[config.mk]
export PLATFORM = sky130hd
export DESIGN_NAME = mf3_queue
export DESIGN_NICKNAME = d
export VERILOG_FILES = /design/src/hw/rtl/mf3_pkg.sv /design/src/hw/rtl/mf3_queue.sv
export SDC_FILE = /design/constraint.sdc
export NUM_CORES = 1
export LEC_CHECK = 0
export BUFFER_PORTS_ARGS = -buffer_cell sky130_fd_sc_hd__buf_2
export CORE_UTILIZATION = 61
export DETAILED_ROUTE_END_ITERATION = 7
export HOLD_SLACK_MARGIN = 0.03
export PLACE_DENSITY = 0.9
export RECOVER_POWER = 25
export SYNTH_ARGS = -nofsm -noshare
export SYNTH_HDL_FRONTEND = slang
export SYNTH_SLANG_ARGS = --single-unit
[constraint.sdc]
create_clock -name i_clk -period 8.2 [get_ports i_clk]
set_clock_uncertainty 0.05 [all_clocks]
set_input_delay 2.46 -clock i_clk [delete_from_list [all_inputs] [get_ports i_clk]]
set_output_delay 2.46 -clock i_clk [all_outputs]
set_load 0.03 [all_outputs]
[src/hw/rtl/mf3_pkg.sv]
// ----------------------------------------------------------------------------
// mf3_pkg
// Shared constants and types of the 3x3 median filter: frame limits, register
// indexes, and the word passed from the window front end to the sort back end.
// ----------------------------------------------------------------------------
package mf3_pkg;

    localparam int MAX_WIDTH  = 1024;
    localparam int MAX_HEIGHT = 4096;

    localparam int PIX_W  = 8;
    localparam int COL_W  = $clog2(MAX_WIDTH);
    localparam int ROW_W  = $clog2(MAX_HEIGHT);
    localparam int WIDTH_W  = 11;
    localparam int HEIGHT_W = 13;

    localparam int CFG_IDX_W  = 2;
    localparam int CFG_DATA_W = 13;

    localparam int QDEPTH = 4;
    localparam int QAW    = $clog2(QDEPTH);
    localparam int QCNT_W = QAW + 1;

    typedef enum logic [CFG_IDX_W-1:0] {
        REG_WIDTH    = 2'd0,
        REG_HEIGHT   = 2'd1,
        REG_MAX_GREY = 2'd2
    } t_reg_idx;

    typedef logic [PIX_W-1:0] t_pix;

    typedef struct packed {
        logic [ROW_W-1:0] row;
        logic [COL_W-1:0] col;
        logic             last;
        logic             reload;
        t_pix             reload_val;
    } t_meta;

    typedef struct packed {
        t_pix [8:0] win;
        t_meta      meta;
    } t_work;

endpackage

[src/hw/rtl/mf3_queue.sv]
// ----------------------------------------------------------------------------
// mf3_queue
// Short queue of windows between the front end and the sorter.
// ----------------------------------------------------------------------------
module mf3_queue import mf3_pkg::*; (
    input  logic              i_clk,
    input  logic              i_rst_n,
    input  logic              i_wr,
    input  t_work             i_data,
    output logic [QCNT_W-1:0] o_count,
    output logic              o_valid,
    output t_work             o_data,
    input  logic              i_rd
);

    t_work            r_mem [QDEPTH];
    logic [QAW-1:0]   r_wr_ptr;
    logic [QAW-1:0]   r_rd_ptr;
    logic [QCNT_W-1:0] r_count;
    logic             do_rd;

    assign o_count = r_count;
    assign o_valid = r_count != '0;
    assign o_data  = r_mem[r_rd_ptr];
    assign do_rd   = i_rd && o_valid;

    always_ff @(posedge i_clk) begin
        if (!i_rst_n) begin
            r_wr_ptr <= '0;
            r_rd_ptr <= '0;
            r_count  <= '0;
        end else begin
            if (i_wr) begin
                r_wr_ptr <= r_wr_ptr + QAW'(1);
            end
            if (do_rd) begin
                r_rd_ptr <= r_rd_ptr + QAW'(1);
            end
            if (i_wr && !do_rd) begin
                r_count <= r_count + QCNT_W'(1);
            end else if (!i_wr && do_rd) begin
                r_count <= r_count - QCNT_W'(1);
            end
        end
    end

    always_ff @(posedge i_clk) begin
        if (i_wr) begin
            r_mem[r_wr_ptr] <= i_data;
        end
    end

endmodule

* After elaboration in Yosys (flattened, before gate mapping) *
Memory sizes are Yosys's and may differ from the RTL's. A register that Yosys moved wholly into a read port is not among the register bits.
Index checks and enable logic that the tools add are counted.

operators by class
  add/subtract/negate cells = 4
  multiplexer cells = 6
  reductions and logical operators = 7

operators with widths
  operator             number
  $mux 3               2
  $add 2x1->2 const B  2
  $mux 2               2
  $add 3x1->3 const B  1
  $logic_and 1x1->1    3
  $reduce_bool 3->1    1
  $sub 3x1->3 const B  1
  $logic_not 1->1      2
  $mux 1               2
  $reduce_bool 2->1    1

storage, ports and cells
  register bits = 7
  RAM bits = 416
  bits of input ports = 108
  memories = 1

memory list
  memory  depth  width  rd ports  clocked after Yosys merged registers in  wr ports  line             source
  r_mem   4      104    1         1                                        1         mf3_queue.sv:16  t_work r_mem [QDEPTH];

* Logic depth before layout (Yosys ltp) *
Gate-level depths: netlist of run 1.

  depth in word-level cells = 5
  gate-level depth with buffers = 7
  gate-level depth less buffers = 7

* Worst setup path before layout of run 1 *
OpenSTA, ideal clock, no wires.

  kind = input -> register
  start point = input i_wr
  end point = memory r_mem[0][0] in the netlist's numbering, enable pin
  arrival = 4858 ps
  setup slack = 2818 ps
  stages = 1
  cell sequence = and2_1

between the ends
  cells in the longest elaborated chain, start to end = 2

RTL lines
  element                       line             source
  from (decl)                   mf3_queue.sv:8   input logic i_wr,
  $mux 1                        mf3_queue.sv:48  if (i_wr) begin
  $mux 1 (not written as such)  mf3_queue.sv:49  r_mem[r_wr_ptr] <= i_data;
  to (decl)                     mf3_queue.sv:16

No other way between the ends.

==> metrics.yaml, run 1 <==
clock_tree:
  clk_path_buf_depth: 3
  ctsResizeCount: 0
  cts_buffers: 41
  cts_htree_levels: 2
  cts_sinks: 425
  clkTransAtPathRegs_ps: 60
  insertion_delay_ps: 510
  postCtsSetupBuffers: 0
  postCtsHoldBufs: 0
  cts_tree: "done"
  clockRootBuffer: "clkbuf_16"
logic_synthesis:
  ys_seq_area_share_pct: 81.9
  synthCells: 586
  synthTopCellsByCount: "edfxtp_1, mux4_2, buf_2"
  synth_area_per_cell_um2: 26.4
  yosys.cell_types.count: 20
  yosys_most_used_dff: "edfxtp_1"
  yosysTopAreaCell: "edfxtp_1"
  syn_nets: 700
  synth_area_um2: 15500
  synth_area_leaders: "edfxtp_1, mux4_2, dfxtp_1"
  ys_ff_latch: 425
  yosysWarnings: 0
  synthArstFlopShare_pct: 0
  synth_top_area_share_pct: 80.7
  yosysMostFrequentCell: "edfxtp_1"
  synth_edf_count: 416
run_status:
  status: "finished clean"
route:
  drc: 0
  antenna_left: 0
  via_per_inst: 6.02
  drt_first_iter_violations: 600
  wl_per_cell_um: 24.6
  route.vias.total: 7088
  routed_wl_um: 28900
  drt_first_pass_iters: 7
floorplan:
  rows: 57
  die_w_um: 161
  core_um2: 24600
  die_h_um: 161
  die_area_um2: 26000
  io_pins: 216
  initial_core_util_pct: 62.9
critical_path:
  crit_chain: "buf_4 > mux4_2 > buf_2"
  r2r_slack_ps: 5700
  end_kind: "output pin"
  start_kind: "flop"
  crit_required_ps: 5690
  cp.arrival_ps: 2780
  r2r_cells: 4
  rr_endpoint: "r_mem[0][91]"
  rr_startpoint: "r_wr_ptr[0]"
  critPathSlowestCell: "dfxtp_4"
  critPathKind: "flop to output pin"
  slowest_delay_ps: 950
  cp_max_fo: 63
global_route:
  grt_max_degree: 92
  grt_antenna_before_repair: 3
  grt_pass1_vias: 7434
  grt_overflow_total: 0
  gr-usage-all-layers_pct: 22.8
  grt_pass1_wl_um: 43500
sta:
  relSlewSlack_pct: 26.5
  setup_viol_count_final: 0
  final.min_clock_period_ps: 5290
  hold_viol_final: 0
  grt_setup_unrepaired: "false"
  worst_pin_slew_ps: 1100
  fin_crit_sh_pct: 64.5
  setup_tns_ps: 0
  fmax_mhz: 189
  maxSlewViolCount: 0
place:
  globalplace.congestion: 0.717
  dp_hpwl_um: 17100
  io_buffers: 215
cells_and_area:
  drive_gt1_share_pct: 36.8
  fin_util_pct: 73.1
  final_nets: 940
  syn_to_final_growth_pct: 16.3
  multiInputGateArea_um2: 2610
  num-fill-cells: 1356
  layout.area.seq_um2: 12700
worst_hold_path:
  hold_end: "o_count[2]"
  hold_class: "flop to flop"
  hp-start: "o_count[2]"
  hold_depth: 2
pwr:
  p_leak_nw: 5.87
  peakVddDrop_uv: 268
  p_per_area_nw_per_um2: 319
run:
  max_cap_violations: 0
## metal layers
layer  GRT usage [%]  up-vias  part of all wire [%]
li1                -     3009                     -
met3            5.65       48                   7.6
met2            37.8      320                    51
met1            30.9     3711                    40
met5               0        -                     0
met4            5.96        0                   1.7
## per-stage QoR
step | cell area [um^2] | instances | worst slack, ps | total power, mW | hold slack [ps]
after floorplan | 15500 | 586 | 2820 | 3.72 | 478
after global placement | 16800 | 1107 | 3410 | 4.02 | 468
after detailed placement | 16800 | 1107 | 3410 | 4.06 | 493
after CTS | 18100 | 1175 | 2830 | 5.80 | 503
after global routing | 18000 | 1175 | 2770 | 5.94 | 517
final | 18000 | 1177 | 2910 | 5.74 | 507
## cells in the final DEF, fill, tap and decap left out, types with 2 or more instances in the layout
master / instances
edfxtp_1: 416
buf_2: 149
mux4_2: 104
clkbuf_1: 79
clkbuf_16: 41
clkinv_1: 7
dfxtp_1: 7
and2_1: 5
ha_1: 5
buf_4: 5
and2_4: 4
inv_1: 3
xnor2_1: 3
bufinv_16: 3
diode_2: 2
or3_1: 2
xor2_1: 2
mux2i_1: 2
nor2b_1: 2
dfxtp_4: 2
clkbuf_8: 2
## sequential cells by signal, indices dropped and copies added (netlist names), named ones only
signal,cells
r_mem,416
o_count,3
r_rd_ptr,2
r_wr_ptr,2
## worst max path at each step
stage / start / to / slack, ps
2_1_floorplan: i_wr / r_mem[0][0] / 2820
3_3_place_gp: flop / o_data[20] / 3410
3_5_place_dp: flop / o_data[20] / 3410
4_1_cts: flop / o_data[74] / 2830
5_1_grt: flop / o_data[74] / 2770
6_report: flop / o_data[74] / 2910
## layout make-up
| type | instances | area share [%] |
|---|---|---|
| flip-flops and latches | 425 | 70.5 |
| multi-input cells | 134 | 14.5 |
| clock buffers | 56 | 6.13 |
| repair buffers | 221 | 5.84 |
| well taps | 324 | 2.25 |
| clock inverters | 12 | 0.737 |
| inverters | 3 | 0.0626 |
| diodes | 2 | 0.0278 |
## kinds of logic after synthesis
kind of cell / share of synthesized area, %
buf+inv: 1.30
simple gates: 0.526
xor+xnor: 0.283
fa+ha+maj: 0.534
flops: 81.9
mux: 15.3
compound gates: 0.186
## worst max-delay path, delay by kind of cell (launching register included)
kind	cells	cell delay, ps
flip-flops	1	950
multiplexers	1	420
buffers and inverters	2	850
## power breakdown
group	internal (mW)	total (mW)	switching (mW)
clock	1.03	1.75	0.717
sequential	2.51	2.59	0.0793
combinational	0.546	1.41	0.866
total	4.08	5.74	1.66
Power figures use the tool's default switching activity.
==> run 2, diff against run 1 <==
CORE_UTILIZATION = 51   (was 61)
PLACE_DENSITY = 0.81   (was 0.9)
clock period = 4.52 ns   (was 8.2 ns; I/O delays follow)
==> run 2 against run 1 <==
Register-to-register slack worse by 3400 ps. Critical endpoint is now o_data[29]. Largest cell class unchanged. Routed wire length is 0.61% lower. Clock power increased by 86%. Worst setup slack got worse by 2200 ps.
==> metrics.yaml, run 2 (synthesis results as in run 1) <==
run_status:
  status: "finished clean"
global_route:
  grt_overflow_total: 0
  grt_max_degree: 71
  gr-usage-all-layers_pct: 18.7
  grt_pass1_vias: 7362
  grt_antenna_before_repair: 2
  grt_pass1_wl_um: 42900
route:
  routed_wl_um: 28700
  route.vias.total: 6986
  wl_per_cell_um: 22.8
  via_per_inst: 5.55
  drt_first_pass_iters: 5
  drt_first_iter_violations: 545
  antenna_left: 0
  drc: 0
clock_tree:
  postCtsSetupBuffers: 0
  cts_tree: "done"
  cts_sinks: 425
  postCtsHoldBufs: 0
  clk_path_buf_depth: 3
  cts_htree_levels: 2
  clkTransAtPathRegs_ps: 60
  clockRootBuffer: "clkbuf_16"
  ctsResizeCount: 0
  cts_buffers: 43
  insertion_delay_ps: 510
critical_path:
  cp_max_fo: 30
  start_kind: "flop"
  cp.arrival_ps: 2450
  critPathTopFamily: "flip-flops"
  critPathKind: "flop to output pin"
  crit_required_ps: 3110
  end_kind: "output pin"
  rr_endpoint: "o_count[2]"
  r2r_cells: 7
  slowest_delay_ps: 780
  r2r_slack_ps: 2260
  critPathSlowestCell: "dfxtp_4"
  crit_chain: "buf_4 > mux4_2 > buf_2"
  rr_startpoint: "o_count[0]"
  cp_num_buf_inv: 2
place:
  globalplace.congestion: 0.679
  io_buffers: 215
  dp_hpwl_um: 17400
  pre_cts_ws_ps: 1150
cells_and_area:
  final_common_cell: "edfxtp_1"
  regMostFlops: "r_mem"
  final_nets: 950
  layout_common_cells: "edfxtp_1, buf_2, mux4_2"
  drive_gt1_share_pct: 37.5
  syn_to_final_growth_pct: 18.2
  largest_reg_flops: 416
floorplan:
  io_pins: 216
  core_um2: 29700
  initial_core_util_pct: 52.1
  die_area_um2: 31000
  rows: 63
  die_w_um: 176
  die_h_um: 176
pwr:
  p_comb_share_pct: 24.8
  p_leak_nw: 5.97
  switching_power_mw: 3.05
  peakVddDrop_uv: 401
  power_frac_clock_pct: 30.8
  intPower_mw: 7.51
  pwr-share-seq_pct: 44.4
  p_per_area_nw_per_um2: 578
  swShare_pct: 28.9
sta:
  maxSlewViolCount: 0
  relSlewSlack_pct: 55.4
  worst_slack_ps: 666
  hold_viol_final: 0
  setup_tns_ps: 0
  fin_crit_sh_pct: 85.3
  worst_pin_slew_ps: 669
  fmax_mhz: 259
  final.min_clock_period_ps: 3850
  timing.hold.ws_ps: 513
  setup_viol_count_final: 0
  grt_setup_unrepaired: "false"
worst_hold_path:
  hp-start: "r_wr_ptr[1]"
  hold_class: "flop to flop"
  hold_end: "r_wr_ptr[1]"
  hold_depth: 2
run:
  max_cap_violations: 0
-- run 2: cell count changes in the layout (fill, tap and decap cells not counted), moves of 2 or more --
cell       previous run  this run
clkinv_2              1         6
clkbuf_1             79        81
buf_2               149       147
clkbuf_16            41        45
buf_12                1         8
clkbuf_8              2         0
-- run 2: how the worst max path moves through the flow --
stage,to,cells after the start
4_1_cts,o_data[29],3
5_1_grt,o_data[29],3
2_1_floorplan,r_mem[0][0],1
3_3_place_gp,o_data[13],3
6_report,o_data[29],3
3_5_place_dp,o_data[26],3
-- run 2: layout make-up --
class	instances	area [um^2]
Clock buffer	58	1170
Fill cell	2021	11400
Clock inverter	17	128
Inverter	3	11.3
Sequential cell	425	12700
Tap cell	390	488
Multi-Input combinational cell	134	2610
Antenna cell	2	5.00
Timing Repair Buffer	229	1200
-- run 2: power by group through the flow --
stage	Sequential [mW]	Clock, mW	Combinational [mW]
finish	4.69	3.25	2.62
global route	4.72	3.47	2.77
CTS	4.70	3.32	2.67
detailed placement	4.78	0	2.66
global placement	4.76	0	2.63
floorplan	4.70	0	2.06
-- run 2: metal layers --
| layer | part of all wire (%) | wire length, um | GRT usage (%) | vias up |
|---|---|---|---|---|
| met4 | 2.7 | 784 | 5.91 | 0 |
| met5 | 0 | 0 | 0 | - |
| met3 | 8.3 | 2370 | 5.15 | 58 |
| met1 | 39 | 11300 | 24.1 | 3612 |
| li1 | - | - | - | 3036 |
| met2 | 50 | 14300 | 30.9 | 280 |
-- run 2: worst reg2reg max path: stages (launching register included) --
cell and delay [ps]:
dfxtp_1 390, o31ai_1 380, ha_1 270, inv_1 60, fa_1 390, xor2_1 160
or3_1 310, a21boi_0 170
-- run 2: metrics by stage --
| stage | util (%) | cells | area, um^2 | total power, mW |
|---|---|---|---|---|
| 6_report | 61.6 | 1258 | 18300 | 10.6 |
| 5_1_grt | 61.5 | 1256 | 18300 | 11.0 |
| 4_1_cts | 61.8 | 1256 | 18400 | 10.7 |
| 3_5_place_dp | 57.4 | 1181 | 17100 | 7.44 |
| 3_3_place_gp | 57.4 | 1181 | 17100 | 7.39 |
| 2_1_floorplan | - | 586 | 15500 | 6.76 |
==> run 3, diff against run 2 <==
CORE_UTILIZATION = 64   (was 51)
CTS_BUF_LIST = sky130_fd_sc_hd__clkbuf_8   (was unset)
PLACE_DENSITY = 0.94   (was 0.81)
clock period = 4.78 ns   (was 4.52 ns; I/O delays follow)
==> run 3 against run 2 <==
Critical path depth did not move. Global-route usage is 5.7 points higher. Combinational power is 6% lower. Core utilization increased by 15 points. Non-clock buffer count down 3. Worst setup slack improved by 140 ps. Critical endpoint is now o_data[68].
==> metrics.yaml, run 3 (synthesis results as in run 1) <==
global_route:
  gr-usage-all-layers_pct: 24.4
  grt_antenna_before_repair: 1
  grt_pass1_wl_um: 43300
  grt_max_degree: 79
  grt_overflow_total: 0
  grt_pass1_vias: 7670
route:
  route.vias.total: 7245
  drc: 0
  drt_first_pass_iters: 5
  drt_first_iter_violations: 549
  routed_wl_um: 29200
  via_per_inst: 5.90
  wl_per_cell_um: 23.8
  antenna_left: 0
pwr:
  power_mw: 9.62
  p_leak_nw: 6.01
  p_per_area_nw_per_um2: 533
  peakVddDrop_uv: 529
clock_tree:
  clockRootBuffer: "clkbuf_8"
  clk_path_buf_depth: 3
  postCtsHoldBufs: 0
  ctsResizeCount: 0
  insertion_delay_ps: 550
  postCtsSetupBuffers: 0
  cts_htree_levels: 3
  cts_tree: "done"
  clkTransAtPathRegs_ps: 60
  cts_buffers: 67
  cts_sinks: 425
cells_and_area:
  final_common_cell: "edfxtp_1"
  layout_common_cells: "edfxtp_1, buf_2, mux4_2"
  largest_reg_flops: 416
  regMostFlops: "r_mem"
  final_nets: 971
  num-fill-cells: 1265
  instances_no_fill: 1227
  final_area_um2: 18000
  syn_to_final_growth_pct: 16.6
  drive_gt1_share_pct: 38.0
floorplan:
  io_pins: 216
  die_area_um2: 24800
  core_um2: 23600
  initial_core_util_pct: 65.5
  rows: 56
  die_h_um: 157
  die_w_um: 157
worst_hold_path:
  hold_end: "r_wr_ptr[1]"
  hp-start: "r_wr_ptr[1]"
  hold_depth: 2
  hold_class: "flop to flop"
sta:
  setup_viol_count_final: 0
  grt_setup_unrepaired: "false"
  hold_viol_final: 0
  timing.hold.ws_ps: 509
  relSlewSlack_pct: 54.5
  final.min_clock_period_ps: 3980
  fin_crit_sh_pct: 83.2
  worst_pin_slew_ps: 683
  maxSlewViolCount: 0
  setup_tns_ps: 0
  fmax_mhz: 251
critical_path:
  crit_chain: "buf_4 > mux4_2 > buf_2"
  start_kind: "flop"
  crit_required_ps: 3300
  r2r_cells: 7
  critPathKind: "flop to output pin"
  rr_endpoint: "o_count[2]"
  cp_max_fo: 29
  cp.arrival_ps: 2490
  r2r_slack_ps: 2300
  critPathSlowestCell: "dfxtp_4"
  end_kind: "output pin"
  slowest_delay_ps: 730
  rr_startpoint: "o_count[0]"
place:
  io_buffers: 215
  globalplace.congestion: 0.692
  dp_hpwl_um: 17300
  place_inst: 1107
  post_dp_cell_area_um2: 16900
run:
  max_cap_violations: 0
run_status:
  status: "finished clean"
## run 3: cell types whose count changed in the layout (fill, tap and decap cells not counted), sizes merged
cell,delta
inv,+28
clkbuf,+19
buf,-8
clkinv,+4
bufinv,-2
diode,-1
## run 3: area by class of cell
cell class	count	area, um^2	area share [%]
multi-input cells	134	2610	14.5
clock buffers	72	991	5.49
well taps	319	399	2.21
clock inverters	47	205	1.14
flip-flops and latches	425	12700	70.3
diodes	1	2.50	0.0139
repair buffers	226	1140	6.33
inverters	3	11.3	0.0624
## run 3: how the worst max path moves through the flow
| stage | startpoint | endpoint | cells after the start |
|---|---|---|---|
| 4_1_cts | flop | o_data[68] | 3 |
| 3_3_place_gp | flop | o_data[23] | 3 |
| 6_report | flop | o_data[68] | 3 |
| 2_1_floorplan | i_wr | r_mem[0][0] | 1 |
| 3_5_place_dp | flop | o_data[68] | 3 |
| 5_1_grt | flop | o_data[68] | 3 |
## run 3: critical path: cells and delay by family (launching register included)
family / cells / cell delay [ps]
muxes: 1 / 570
buffers and inverters: 2 / 600
DFF: 1 / 730
## run 3: metrics by stage
| step | worst slack (ps) | utilization (%) |
|---|---|---|
| floorplan | 424 | - |
| global placement | 1330 | 71.7 |
| detailed placement | 1310 | 71.7 |
| CTS | 702 | 76.8 |
| global route | 635 | 76.4 |
| finish | 804 | 76.4 |
## run 3: power breakdown
group | leakage (nW) | internal, mW | switching [mW]
sequential | 3.90 | 4.30 | 0.161
combinational | 1.40 | 0.971 | 1.48
clock | 0.708 | 1.40 | 1.31
total | 6.01 | 6.67 | 2.95
## run 3: layer usage
metal / up-vias / wire [um] / global-route usage (%) / part of all wire (%)
li1: 3088 / - / - / -
met1: 3754 / 11300 / 31.5 / 39
met2: 344 / 15000 / 41.1 / 51
met3: 59 / 2290 / 6.25 / 7.8
met4: 0 / 640 / 8.04 / 2.2
met5: - / 0 / 0 / 0
