===== src/hw/rtl/mf3_pkg.sv =====
// ----------------------------------------------------------------------------
// mf3_pkg
// Shared constants and types of the 3x3 median filter: frame limits, register
// indexes, and the word passed from the window front end to the sort back end.
// ----------------------------------------------------------------------------
package mf3_pkg;

    localparam int MAX_WIDTH  = 1024;
    localparam int MAX_HEIGHT = 4096;

    localparam int PIX_W  = 8;
    localparam int COL_W  = $clog2(MAX_WIDTH);
    localparam int ROW_W  = $clog2(MAX_HEIGHT);
    localparam int WIDTH_W  = 11;
    localparam int HEIGHT_W = 13;

    localparam int CFG_IDX_W  = 2;
    localparam int CFG_DATA_W = 13;

    localparam int QDEPTH = 4;
    localparam int QAW    = $clog2(QDEPTH);
    localparam int QCNT_W = QAW + 1;

    typedef enum logic [CFG_IDX_W-1:0] {
        REG_WIDTH    = 2'd0,
        REG_HEIGHT   = 2'd1,
        REG_MAX_GREY = 2'd2
    } t_reg_idx;

    typedef logic [PIX_W-1:0] t_pix;

    typedef struct packed {
        logic [ROW_W-1:0] row;
        logic [COL_W-1:0] col;
        logic             last;
        logic             reload;
        t_pix             reload_val;
    } t_meta;

    typedef struct packed {
        t_pix [8:0] win;
        t_meta      meta;
    } t_work;

endpackage


===== src/hw/rtl/mf3_back.sv =====
// ----------------------------------------------------------------------------
// mf3_back
// Three-stage median of nine (sort triples, combine, final median) with the
// per-frame running maximum and the result register.
// ----------------------------------------------------------------------------
module mf3_back import mf3_pkg::*; (
    input  logic             i_clk,
    input  logic             i_rst_n,
    input  logic             i_valid,
    input  t_work            i_work,
    output logic             o_rd,
    output logic             o_empty,
    input  logic             i_pop,
    output t_pix             o_median_out,
    output logic [ROW_W-1:0] o_out_row,
    output logic [COL_W-1:0] o_out_col,
    output t_pix             o_running_max,
    output logic             o_frame_last
);

    function automatic t_pix min2(input t_pix a, input t_pix b);
        return (a < b) ? a : b;
    endfunction

    function automatic t_pix max2(input t_pix a, input t_pix b);
        return (a > b) ? a : b;
    endfunction

    function automatic t_pix med3(input t_pix a, input t_pix b, input t_pix c);
        return max2(min2(a, b), min2(max2(a, b), c));
    endfunction

    logic       r_b1_valid;
    t_pix [2:0] r_b1_lo, r_b1_md, r_b1_hi;
    t_meta      r_b1_meta;

    logic       r_b2_valid;
    t_pix       r_b2_a, r_b2_b, r_b2_c;
    t_meta      r_b2_meta;

    logic       r_b3_valid;
    t_pix       r_max;

    logic rdy1, rdy2, rdy3;
    t_pix med, base, n_max;

    assign rdy3 = !r_b3_valid || i_pop;
    assign rdy2 = !r_b2_valid || rdy3;
    assign rdy1 = !r_b1_valid || rdy2;
    assign o_rd = i_valid && rdy1;

    assign med   = med3(r_b2_a, r_b2_b, r_b2_c);
    assign base  = r_b2_meta.reload ? r_b2_meta.reload_val : r_max;
    assign n_max = max2(base, med);

    always_ff @(posedge i_clk) begin
        if (!i_rst_n) begin
            r_b1_valid <= 1'b0;
            r_b2_valid <= 1'b0;
            r_b3_valid <= 1'b0;
            r_max      <= 8'hFF;
        end else begin
            if (rdy1) begin
                r_b1_valid <= i_valid;
            end
            if (rdy2) begin
                r_b2_valid <= r_b1_valid;
            end
            if (rdy3) begin
                r_b3_valid <= r_b2_valid;
            end
            if (rdy3 && r_b2_valid) begin
                r_max <= n_max;
            end
        end
    end

    // stage one: order each column
    always_ff @(posedge i_clk) begin
        if (o_rd) begin
            for (int k = 0; k < 3; k++) begin
                r_b1_lo[k] <= min2(min2(i_work.win[k], i_work.win[k+3]), i_work.win[k+6]);
                r_b1_hi[k] <= max2(max2(i_work.win[k], i_work.win[k+3]), i_work.win[k+6]);
                r_b1_md[k] <= med3(i_work.win[k], i_work.win[k+3], i_work.win[k+6]);
            end
            r_b1_meta <= i_work.meta;
        end
    end

    // stage two: max of lows, median of middles, min of highs
    always_ff @(posedge i_clk) begin
        if (rdy2 && r_b1_valid) begin
            r_b2_a    <= max2(max2(r_b1_lo[0], r_b1_lo[1]), r_b1_lo[2]);
            r_b2_b    <= med3(r_b1_md[0], r_b1_md[1], r_b1_md[2]);
            r_b2_c    <= min2(min2(r_b1_hi[0], r_b1_hi[1]), r_b1_hi[2]);
            r_b2_meta <= r_b1_meta;
        end
    end

    // result register
    always_ff @(posedge i_clk) begin
        if (rdy3 && r_b2_valid) begin
            o_median_out  <= med;
            o_running_max <= n_max;
            o_out_row     <= r_b2_meta.row;
            o_out_col     <= r_b2_meta.col;
            o_frame_last  <= r_b2_meta.last;
        end
    end

    assign o_empty = !r_b3_valid;

endmodule


===== config.mk =====
export PLATFORM = sky130hd
export DESIGN_NAME = mf3_back
export DESIGN_NICKNAME = d
export VERILOG_FILES = /design/src/hw/rtl/mf3_pkg.sv /design/src/hw/rtl/mf3_back.sv
export SDC_FILE = /design/constraint.sdc
export NUM_CORES = 1
export LEC_CHECK = 0
export BUFFER_PORTS_ARGS = -buffer_cell sky130_fd_sc_hd__buf_2
export CORE_MARGIN = 3
export CORE_UTILIZATION = 30
export DETAILED_ROUTE_END_ITERATION = 10
export PLACE_DENSITY = 0.47
export SYNTH_ARGS = -nofsm -noshare
export SYNTH_HDL_FRONTEND = slang
export SYNTH_SLANG_ARGS = --single-unit

===== constraint.sdc =====
create_clock -name i_clk -period 6.5 [get_ports i_clk]
set_input_delay 0.65 -clock i_clk [delete_from_list [all_inputs] [get_ports i_clk]]
set_output_delay 0.65 -clock i_clk [all_outputs]
set_load 0.005 [all_outputs]

; ---- After elaboration in Yosys (flattened, before gate mapping)
; Index checks and enable logic that the tools add are counted.
[classes]
n_eq_ne = 0
n_addsub = 0
bitwise_logic = 0
div = 0
shift = 0
n_lt_le_gt_ge = 31
n_reduce_logical = 9
mul = 0
n_mux = 32
[ops]
columns = cell, count
row1 = 2-to-1 mux 8 bit, 32
row2 = > comparator 8 bit, 16
row3 = < comparator 8 bit, 15
row4 = logical AND 1 bit, 3
row5 = zero test 1 bit, 3
row6 = logical OR 1 bit, 3
[word_totals]
out_inout_bits = 41
latch_bits = 0
mem_count = 0
ram_bits = 0
wordCells = 103
register_bits = 210
romBits = 0

; ---- Depth between registers and ports, before layout
; Gate-level depths: netlist of run 1.
[depth]
depth_word = 8
depth_mapped = 35
ltp_nobuf = 32

; ---- Least setup slack after synthesis of run 1
; OpenSTA, ideal clock, no wires.
[synth_path]
kind = register -> output
start = register r_b1_valid
end = output port o_rd
setup_slack_ns = -0.195
arrival_ns = 6.045
n_path_buf = 0
stages_incl_launch_ff = 2
cell_sequence = dfxtp_1 > a31oi_1
[synth_via]
elab_chain_len = 3
[synth_lines]
columns = item, line
row1 = "start, declared", mf3_back.sv:33  ; logic r_b1_valid;
row2 = "start signal, assigned", mf3_back.sv:64  ; r_b1_valid <= i_valid;
row3 = zero test 1 bit, mf3_back.sv:49  ; assign rdy1 = !r_b1_valid || rdy2;
row4 = logical OR 1 bit, mf3_back.sv:49
row5 = logical AND 1 bit, mf3_back.sv:50  ; assign o_rd = i_valid && rdy1;
row6 = "end, declared", mf3_back.sv:11  ; output logic o_rd,
; No other way between the ends.

; ---- Worst setup path after layout of run 1
[layout_path]
start = register r_b2_b[5]
end = register r_max[0]
[layout_via]
elab_chain_len = 8
word_cells_on_any_way = 10
[layout_lines]
columns = item, line
row1 = "start, declared", mf3_back.sv:38  ; t_pix r_b2_a, r_b2_b, r_b2_c;
row2 = "start signal, assigned", mf3_back.sv:94  ; r_b2_b <= med3(r_b1_md[0], r_b1_md[1], r_b1_md[2]);
row3 = > comparator 8 bit, mf3_back.sv:26  ; return (a > b) ? a : b;
row4 = 2-to-1 mux 8 bit, mf3_back.sv:26
row5 = < comparator 8 bit, mf3_back.sv:22  ; return (a < b) ? a : b;
row6 = 2-to-1 mux 8 bit, mf3_back.sv:22
row7 = > comparator 8 bit, mf3_back.sv:26
row8 = 2-to-1 mux 8 bit (*), mf3_back.sv:26
row9 = > comparator 8 bit, mf3_back.sv:26
row10 = 2-to-1 mux 8 bit (*), mf3_back.sv:26
row11 = named net n_max[0], mf3_back.sv:45  ; t_pix med, base, n_max;
row12 = "end signal, assigned", mf3_back.sv:73  ; r_max <= n_max;
row13 = "end, declared", mf3_back.sv:42  ; t_pix r_max;
; The timed path passes the listed nets; every way through them passes the cells marked *.
; A chain may end at the register's enable or synchronous reset.

==> results.md, run 1 <==
- Outcome: complete, no violations
- Slew margin rel.: 34.3%
- Insertion delay to the later sink of the worst-skew pair: between 0.5 and 0.6 ns
- Number of rows created at floorplan: 77
- Number of warnings reported in the yosys synthesis log: 0
- Seq pwr share: a little over a quarter
- Critical register-to-register path startpoint: r_b2_b[5]
- Final standard cell area without fillers: about 0.016 mm²
- Actual transition at the worst max-transition pin: between 0.9 and 1 ns
- Filler cell count: ~4500
- Vias in the first global route: about 9600
- Gp weighted congestion: 0.805
- Most instantiated flip-flop cell in the synthesis netlist: sky130_fd_sc_hd__edfxtp_1
- Type of the worst setup path: register to register
- Number of pins exceeding their max-slew limit in the final report: 0
- Placed wire-length estimate: between 20000 and 30000 µm
- Fraction of synthesis flops using an asynchronous set or reset pin: 0%
- Hold Crit Start: i_work[20]
- Number of remaining DRC errors: 0
- Worst hold slack: between 0.2 and 0.3 ns
- Worst reg2reg path depth: 31
- Die width: approximately 220 µm
- Hold/Removal Path Class: primary input to register
- Internal power consumption: about 4.6 mW
- Power Total: between 7 and 8 mW
- Setup slack, reg-to-reg: 0.30 ns
- Post-route minimum period: 6.20 ns
- Sequential cell area: between 0.006 and 0.007 mm²
- Synthesis-stage register bit count: between 200 and 250
- Cts hold-fix bufs: 0
- Aggregate global-route resource usage: between 10% and 20%
- Clock transition at the registers of the reported paths: around 0.060 ns
- Min-Delay Path Depth: 1
- Non-filler cells, final: 2037
- Maximum clock insertion buffer count: 3
- DR WL/cell: roughly 17 µm
- Number of design-rule violations left by the first detailed-router iteration: roughly 380
- Switch Pwr: roughly 2.8 mW
- Max Cap Violations: 0
- Endpoint kind of the worst setup timing path: register
- Count of distinct cell types in the synthesized netlist: 53
- Clock Skew: about 0.022 ns
- TritonRoute pass-1 iters: 5
- Top fanout value on the critical path: 6
- Critical Path Slowest Stage Cell: sky130_fd_sc_hd__or3b_4
- Hold Crit Endpoint: r_b1_meta[20]
- Root cell of the clock tree: sky130_fd_sc_hd__clkbuf_16
- H-tree levels: 1
- Upper clock frequency limit: about 0.16 GHz
- Setup Viol. Count Final: 0
- Req. time, crit path: ~7 ns
- Global-route wire length before repair: 52600 µm
- Area of the die: a little under 0.05 mm²
- Mapped Area: between 0.01 and 0.015 mm²
- Ratio of total power to cell area: roughly 450 mW/mm²
- Fraction of the cycle the final worst path needs: a little over nine tenths
- Port Buf Inserts: around 150
- Multi-input gate area: 0.00707 mm²
- Clk pwr share: about 17%
- Layout Utilization: a little under two fifths
- Number of enable flip-flop cells after synthesis: between 150 and 200
- Fraction of layout instances using a drive strength above 1: between 20% and 30%
- Total Wirelength: 34300 µm
- Area post-placement: approximately 0.015 mm²
- Top Ports: approximately 150
- Largest net degree at the start of global routing: 57
- Biggest area contributors in the synthesized netlist: sky130_fd_sc_hd__edfxtp_1 43%, sky130_fd_sc_hd__ha_1 16%, sky130_fd_sc_hd__mux2_2 7.0%
- Grt total ovfl: 0
- Top post-synthesis cells by count: 199 x sky130_fd_sc_hd__edfxtp_1, 177 x sky130_fd_sc_hd__ha_1, 160 x sky130_fd_sc_hd__inv_1
- Leakage power figure: 7.45 nW
- Most instantiated library cell after synthesis: sky130_fd_sc_hd__edfxtp_1
- TritonCTS clock tree: yes
- Endpoint of the worst register-to-register path: r_max[0]
- Placed Cells: between 1500 and 2000
- Initial antenna violation count: 0
- Final Hold Fails: 0
- DR vias/cell: 4.76
- CP Data Arrival Time: approximately 6.6 ns
- Via count: approximately 9700
- IR drop worst, VDD: between 0.3 and 0.4 mV
- Delay contributed by the slowest stage of the critical path: about 0.43 ns
- Antenna cells: 0
- Worst path top cell family by delay: compound AO/OA/AOI/OAI gates
- Cts bufs inserted: 23
- Combinational Power Share: between 50% and 60%
- Post-synth net total: about 1500
- Type of element launching the critical path: register
- Post-synth top area share: between 40% and 50%
- Floorplan Core Area: around 0.045 mm²
- Sequential share of the synthesized area: 45.1%
- Mean cell area of the mapped netlist: about 11 µm²
- Buffers plus inverters on the worst setup path: 5
- Starting density of the core: between 30% and 40%
- Switching share of power: a little under two fifths
- Cell type with the highest aggregate area in the netlist: sky130_fd_sc_hd__edfxtp_1
- Layout overhead on the synthesized area: 19.4%
- Detail Route Antenna Nets: 0
- CTS sink count: 210
- Die outline height: ~220 µm
- Synthesized instance count: roughly 1200
- Number of nets in the finished design: between 1500 and 2000
cells in the final DEF, fill, tap and decap left out, drive strengths merged, types with 35 or more instances in the layout:
| master | instances |
|---|---|
| inv | 161 |
| mux2 | 86 |
| o21ai | 120 |
| edfxtp | 199 |
| nand2 | 83 |
| a21oi | 54 |
| mux2i | 88 |
| buf | 193 |
| ha | 177 |
| a21o | 35 |
power groups by stage:
| stage | combinational, mW | sequential (mW) | clock, mW |
|---|---|---|---|
| after floorplan | 2.56 | 2.00 | 0 |
| after global placement | 3.67 | 2.04 | 0 |
| after detailed placement | 3.71 | 2.04 | 0 |
| after CTS | 3.74 | 2.01 | 1.28 |
| after global routing | 4.65 | 2.04 | 1.34 |
| final | 4.13 | 2.01 | 1.24 |
how the worst max path moves through the flow:
| stage | from | to | slack [ns] | depth (start not counted) |
|---|---|---|---|---|
| floorplan | r_b2_a[1] | r_max[1] | 0.02 | 32 |
| global placement | r_b2_a[1] | r_max[0] | 0.04 | 29 |
| detailed placement | r_b2_a[7] | r_max[0] | -0.1 | 29 |
| CTS | r_b2_a[7] | r_max[0] | 0.03 | 29 |
| global route | r_b2_b[1] | r_max[5] | -0.06 | 37 |
| finish | r_b2_b[5] | r_max[0] | 0.30 | 31 |
logic make-up after synthesis:
group	count (synthesis)	synth area share, %
AOI/OAI and AO/OA	275	12.9
DFF	210	45.1
adders and majority gates	177	16.1
muxes	174	13.5
buffers and inverters	175	4.81
and+or+nand+nor	213	7.61
layout make-up:
class	instances	area share [%]
multi-input cells	839	43.1
flip-flops and latches	210	37.7
repair buffers	193	6.66
well taps	592	4.51
inverters	161	3.68
clock buffers	27	3.60
clock inverters	15	0.724
routing by layer:
metal / up-vias / track usage, % / share of wire (%)
met3: 32 / 1.68 / 3.5
met5: - / 0 / 0
li1: 4930 / - / -
met1: 4571 / 18.7 / 47
met4: 0 / 2.55 / 1.7
met2: 158 / 23.8 / 48
metrics by stage:
step,setup slack (ns),setup TNS (ns)
global placement,0.0381,0
detailed placement,-0.0963,-0.307
CTS,0.0270,0
floorplan,0.0174,0
global route,-0.0627,-0.314
finish,0.303,0
state kept, by name, summed over array words and instances (netlist names):
name / flops
r_b1_md: 24
o_out_row: 12
r_b1_hi: 24
r_b2_b: 8
r_b3_valid: 1
r_b1_lo: 24
o_out_col: 10
r_b2_a: 8
r_b2_valid: 1
o_median_out: 8
o_frame_last: 1
o_running_max: 8
r_b2_c: 8
r_max: 8
r_b2_meta: 32
r_b1_valid: 1
r_b1_meta: 32
what timing repair did:
action                     in CTS  in global routing
buffers inserted                0                  9
setup endpoints to repair       8                 16
pin swaps                       0                 17
gates resized for setup         2                 35
(Power assumes the default switching activity.)
==> run 2: changes to the inputs <==
ABC_AREA = 1   (was default)
==> run 2 against run 1 <==
Synthesized cell count grew 26%. Die area decreased by 0.49%. Combinational power increased by 15%. Total power rose by 10%. Critical path depth is 4 higher. Critical endpoint is now o_running_max[7].
==> results.md, run 2 <==
- Final Hold Fails: 0 (unchanged)
- Largest net degree at the start of global routing: 70 (+23%)
- Non-filler cells, final: 2321 (+14%)
- Root cell of the clock tree: sky130_fd_sc_hd__clkbuf_16
- Placed Cells: 2275 (+15%)
- Post-synth top area share: 43.7% (+0.22 points)
- Synth Area in XOR/XNOR: 0% (unchanged)
- DR vias/cell: 4.64 (-2.4%)
- Delay contributed by the slowest stage of the critical path: 0.40 ns (-0.03 ns)
- Ratio of total power to cell area: 510 mW/mm² (+14%)
- Initial antenna violation count: 0 (unchanged)
- Gp weighted congestion: 0.836 (+3.9%)
- Total Wirelength: 34300 µm (+0.11%)
- Grt total ovfl: 0 (unchanged)
- Die width: 220 µm (-0.25%)
- Number of warnings reported in the yosys synthesis log: 0 (unchanged)
- Top Ports: 149 (unchanged)
- Metal2 WL: 17300 µm (+4.7%)
- Most instantiated library cell after synthesis: sky130_fd_sc_hd__nand2_1
- Fraction of synthesis flops using an asynchronous set or reset pin: 0% (unchanged)
- Mean cell area of the mapped netlist: 8.86 µm² (-21%)
- Count of distinct cell types in the synthesized netlist: 40 (-25%)
- Leakage power figure: 7.33 nW (-1.6%)
- Layout overhead on the synthesized area: 16.7%
- Die outline height: 220 µm (-0.25%)
- Type of the worst setup path: register to register
- IR drop worst, VDD: 0.447 mV (+43%)
- Metal3 WL: 936 µm (-22%)
- CTS sink count: 210 (unchanged)
- Outcome: complete, no violations
- Most frequent cell on the critical path: sky130_fd_sc_hd__nand2_1
- Number of remaining DRC errors: 0 (unchanged)
- Number of enable flip-flop cells after synthesis: 199 (unchanged)
- Number of pins exceeding their max-slew limit in the final report: 0 (unchanged)
- Most common library cell in the layout ignoring fill and taps: sky130_fd_sc_hd__nand2_1
- Area of the die: 0.0482 mm² (-0.49%)
- Highest metal used: met4
- Cell type with the highest aggregate area in the netlist: sky130_fd_sc_hd__edfxtp_1
- Clock Skew: 0.0161 ns (-0.00567 ns)
- Fraction of layout instances using a drive strength above 1: 15.2% (-9.2 points)
- Biggest regs: r_b1_meta: 32 flops, r_b2_meta: 32 flops
- Area share of fa/ha/maj cells after synthesis: 16.2% (+0.082 points)
- Endpoint kind of the worst setup timing path: register
- Upper clock frequency limit: 0.172 GHz (+6.6%)
- Largest family of logic cells by synthesized area: simple AND/OR/NAND/NOR gates
- Aggregate global-route resource usage: 14.1% (+0.31 points)
- Number of nets in the finished design: 1995 (+16%)
- Filler cell count: 4594 (+2.6%)
- Met1 WL: 15500 µm (-2.8%)
- RSZ-0062 raised after global routing: no
- Sequential share of the synthesized area: 45.3% (+0.23 points)
- Mapped Area: 0.0137 mm² (-0.51%)
- Sequential cell area: 0.00620 mm² (unchanged)
- Req. time, crit path: 6.76 ns (-0.16 ns)
- Accumulated negative setup slack: 0 ns (unchanged)
- Via count: 10800 (+11%)
- Critical Path Slowest Stage Cell: sky130_fd_sc_hd__edfxtp_1
- Biggest area contributors in the synthesized netlist: sky130_fd_sc_hd__edfxtp_1 44%, sky130_fd_sc_hd__ha_1 16%, sky130_fd_sc_hd__nand2_1 10%
- Number of gates resized after cts: 0 (-2)
- Top fanout value on the critical path: 18 (+12)
- Area post-placement: 0.0152 mm² (-1.9%)
- Leading cell types in the layout, fill and taps excluded: 379 x sky130_fd_sc_hd__nand2_1, 215 x sky130_fd_sc_hd__inv_1, 199 x sky130_fd_sc_hd__edfxtp_1
- Fraction of the cycle the final worst path needs: 89.5% (-5.9 points)
- Post-synth net total: 1829 (+21%)
- Starting density of the core: 30.7% (-0.091 points)
- Final standard cell area without fillers: 0.0160 mm² (-2.7%)
- TritonCTS clock tree: yes
- Slew margin rel.: 33.6% (-0.74 points)
- Max Cap Violations: 0 (unchanged)
- Placed wire-length estimate: 27900 µm (+2.4%)
- Number of design-rule violations left by the first detailed-router iteration: 618 (+62%)
- Most instantiated flip-flop cell in the synthesis netlist: sky130_fd_sc_hd__edfxtp_1
- Cts bufs inserted: 25 (+8.7%)
- Setup Viol. Count Final: 0 (unchanged)
- Post-route minimum period: 5.82 ns (-0.382 ns)
- Global-route wire length before repair: 54400 µm (+3.5%)
- Post-synthesis share of cell area spent on and, or, nand and nor gates: 18.3% (+11 points)
- Insertion delay to the later sink of the worst-skew pair: 0.52 ns (about the same)
- Clock transition at the registers of the reported paths: 0.06 ns (about the same)
- Type of element launching the critical path: register
- TritonRoute pass-1 iters: 5 (unchanged)
- Maximum clock insertion buffer count: 3 (unchanged)
- H-tree levels: 1 (unchanged)
- Total setup buffers inserted after CTS: 0 (unchanged)
- CP Data Arrival Time: 6.08 ns (-0.54 ns)
- Synthesized instance count: 1544 (+26%)
- Detail Route Antenna Nets: 0 (unchanged)
- DR WL/cell: 14.8 µm (-12%)
- Post-synthesis mux area share: 0.0732% (-13 points)
- Synthesis-stage register bit count: 210 (unchanged)
- Top post-synthesis cells by count: 379 x sky130_fd_sc_hd__nand2_1, 218 x sky130_fd_sc_hd__inv_1, 199 x sky130_fd_sc_hd__edfxtp_1
- Multi-input gate area: 0.00655 mm² (-7.4%)
- Cts hold-fix bufs: 0 (unchanged)
- Vias in the first global route: 10500 (+9.2%)
- Actual transition at the worst max-transition pin: 0.996 ns (+0.0177 ns)
- Hold/Removal Path Class: primary input to register
- Area fraction in compound gates after synthesis: 13.3% (+0.43 points)
- Layout Utilization: 35.8% (-0.92 points)
- Port Buf Inserts: 148 (unchanged)
- Number of rows created at floorplan: 77 (unchanged)
- Floorplan Core Area: 0.0446 mm² (-0.22%)
run 2: cell count changes in the layout (fill, tap and decap cells not counted), sizes merged, moves of 29 or more:
cell	previous run	this run
nand2	83	403
mux2i	88	1
mux2	86	0
o21ai	120	183
inv	161	223
a21oi	54	115
nand3	21	77
nor2	25	70
a21o	35	2
buf	193	164
run 2: path summary, 6_finish.rpt:
path,end,depth (start not counted),slack [ns],from
worst min-delay path,r_b1_meta[29],1,0.30,i_work[29]
worst max register to register,o_running_max[7],35,0.68,r_b2_a[7]
worst min register to register,r_b2_meta[0],0,0.41,r_b1_meta[0]
worst max-delay path,o_running_max[7],35,0.68,r_b2_a[7]
run 2: cell type report:
class / count / area share [%]
repair buffers: 164 / 5.39
flip-flops and latches: 210 / 38.8
clock inverters: 15 / 0.862
clock buffers: 29 / 4.01
well taps: 592 / 4.64
multi-input cells: 1087 / 41.0
diodes: 2 / 0.0313
inverters: 222 / 5.23
run 2: per-layer routing:
| layer | up-vias | GRT usage (%) |
|---|---|---|
| met5 | - | 0 |
| met4 | 0 | 2.72 |
| met3 | 33 | 1.52 |
| met2 | 152 | 25.1 |
| met1 | 4976 | 18.5 |
| li1 | 5615 | - |
run 2: per-stage QoR:
step                      worst slack (ns)  total power [mW]  hold WS, ns
after global placement               0.659              6.80        0.401
after detailed placement             0.534              6.88        0.405
after CTS                            0.509              8.25        0.273
after floorplan                      0.842              5.55        0.400
final                                0.685              8.14        0.301
after global routing                0.0902              9.07        0.272
run 2: worst max-delay path: cells and delay by family, from the launching register on:
family	cells	cell delay (ns)
simple gates	18	1.96
compound gates	8	1.32
fa+ha+maj	4	1.19
buf+inv	5	0.70
flops	1	0.40
run 2: logic make-up (layout without fill, tap and decap cells):
kind of cell,count (synthesis),in the layout
AOI/OAI and AO/OA,333,333
muxes,1,1
adders and majority gates,177,177
DFF,210,210
and+or+nand+nor,576,576
buffers and inverters,247,430
other,0,2
run 2: where the power goes:
group / leakage (nW) / total [mW] / internal (mW) / switching [mW]
registers: 2.00 / 2.08 / 1.96 / 0.116
clock network: 0.369 / 1.33 / 0.785 / 0.544
logic: 4.96 / 4.74 / 1.68 / 3.05
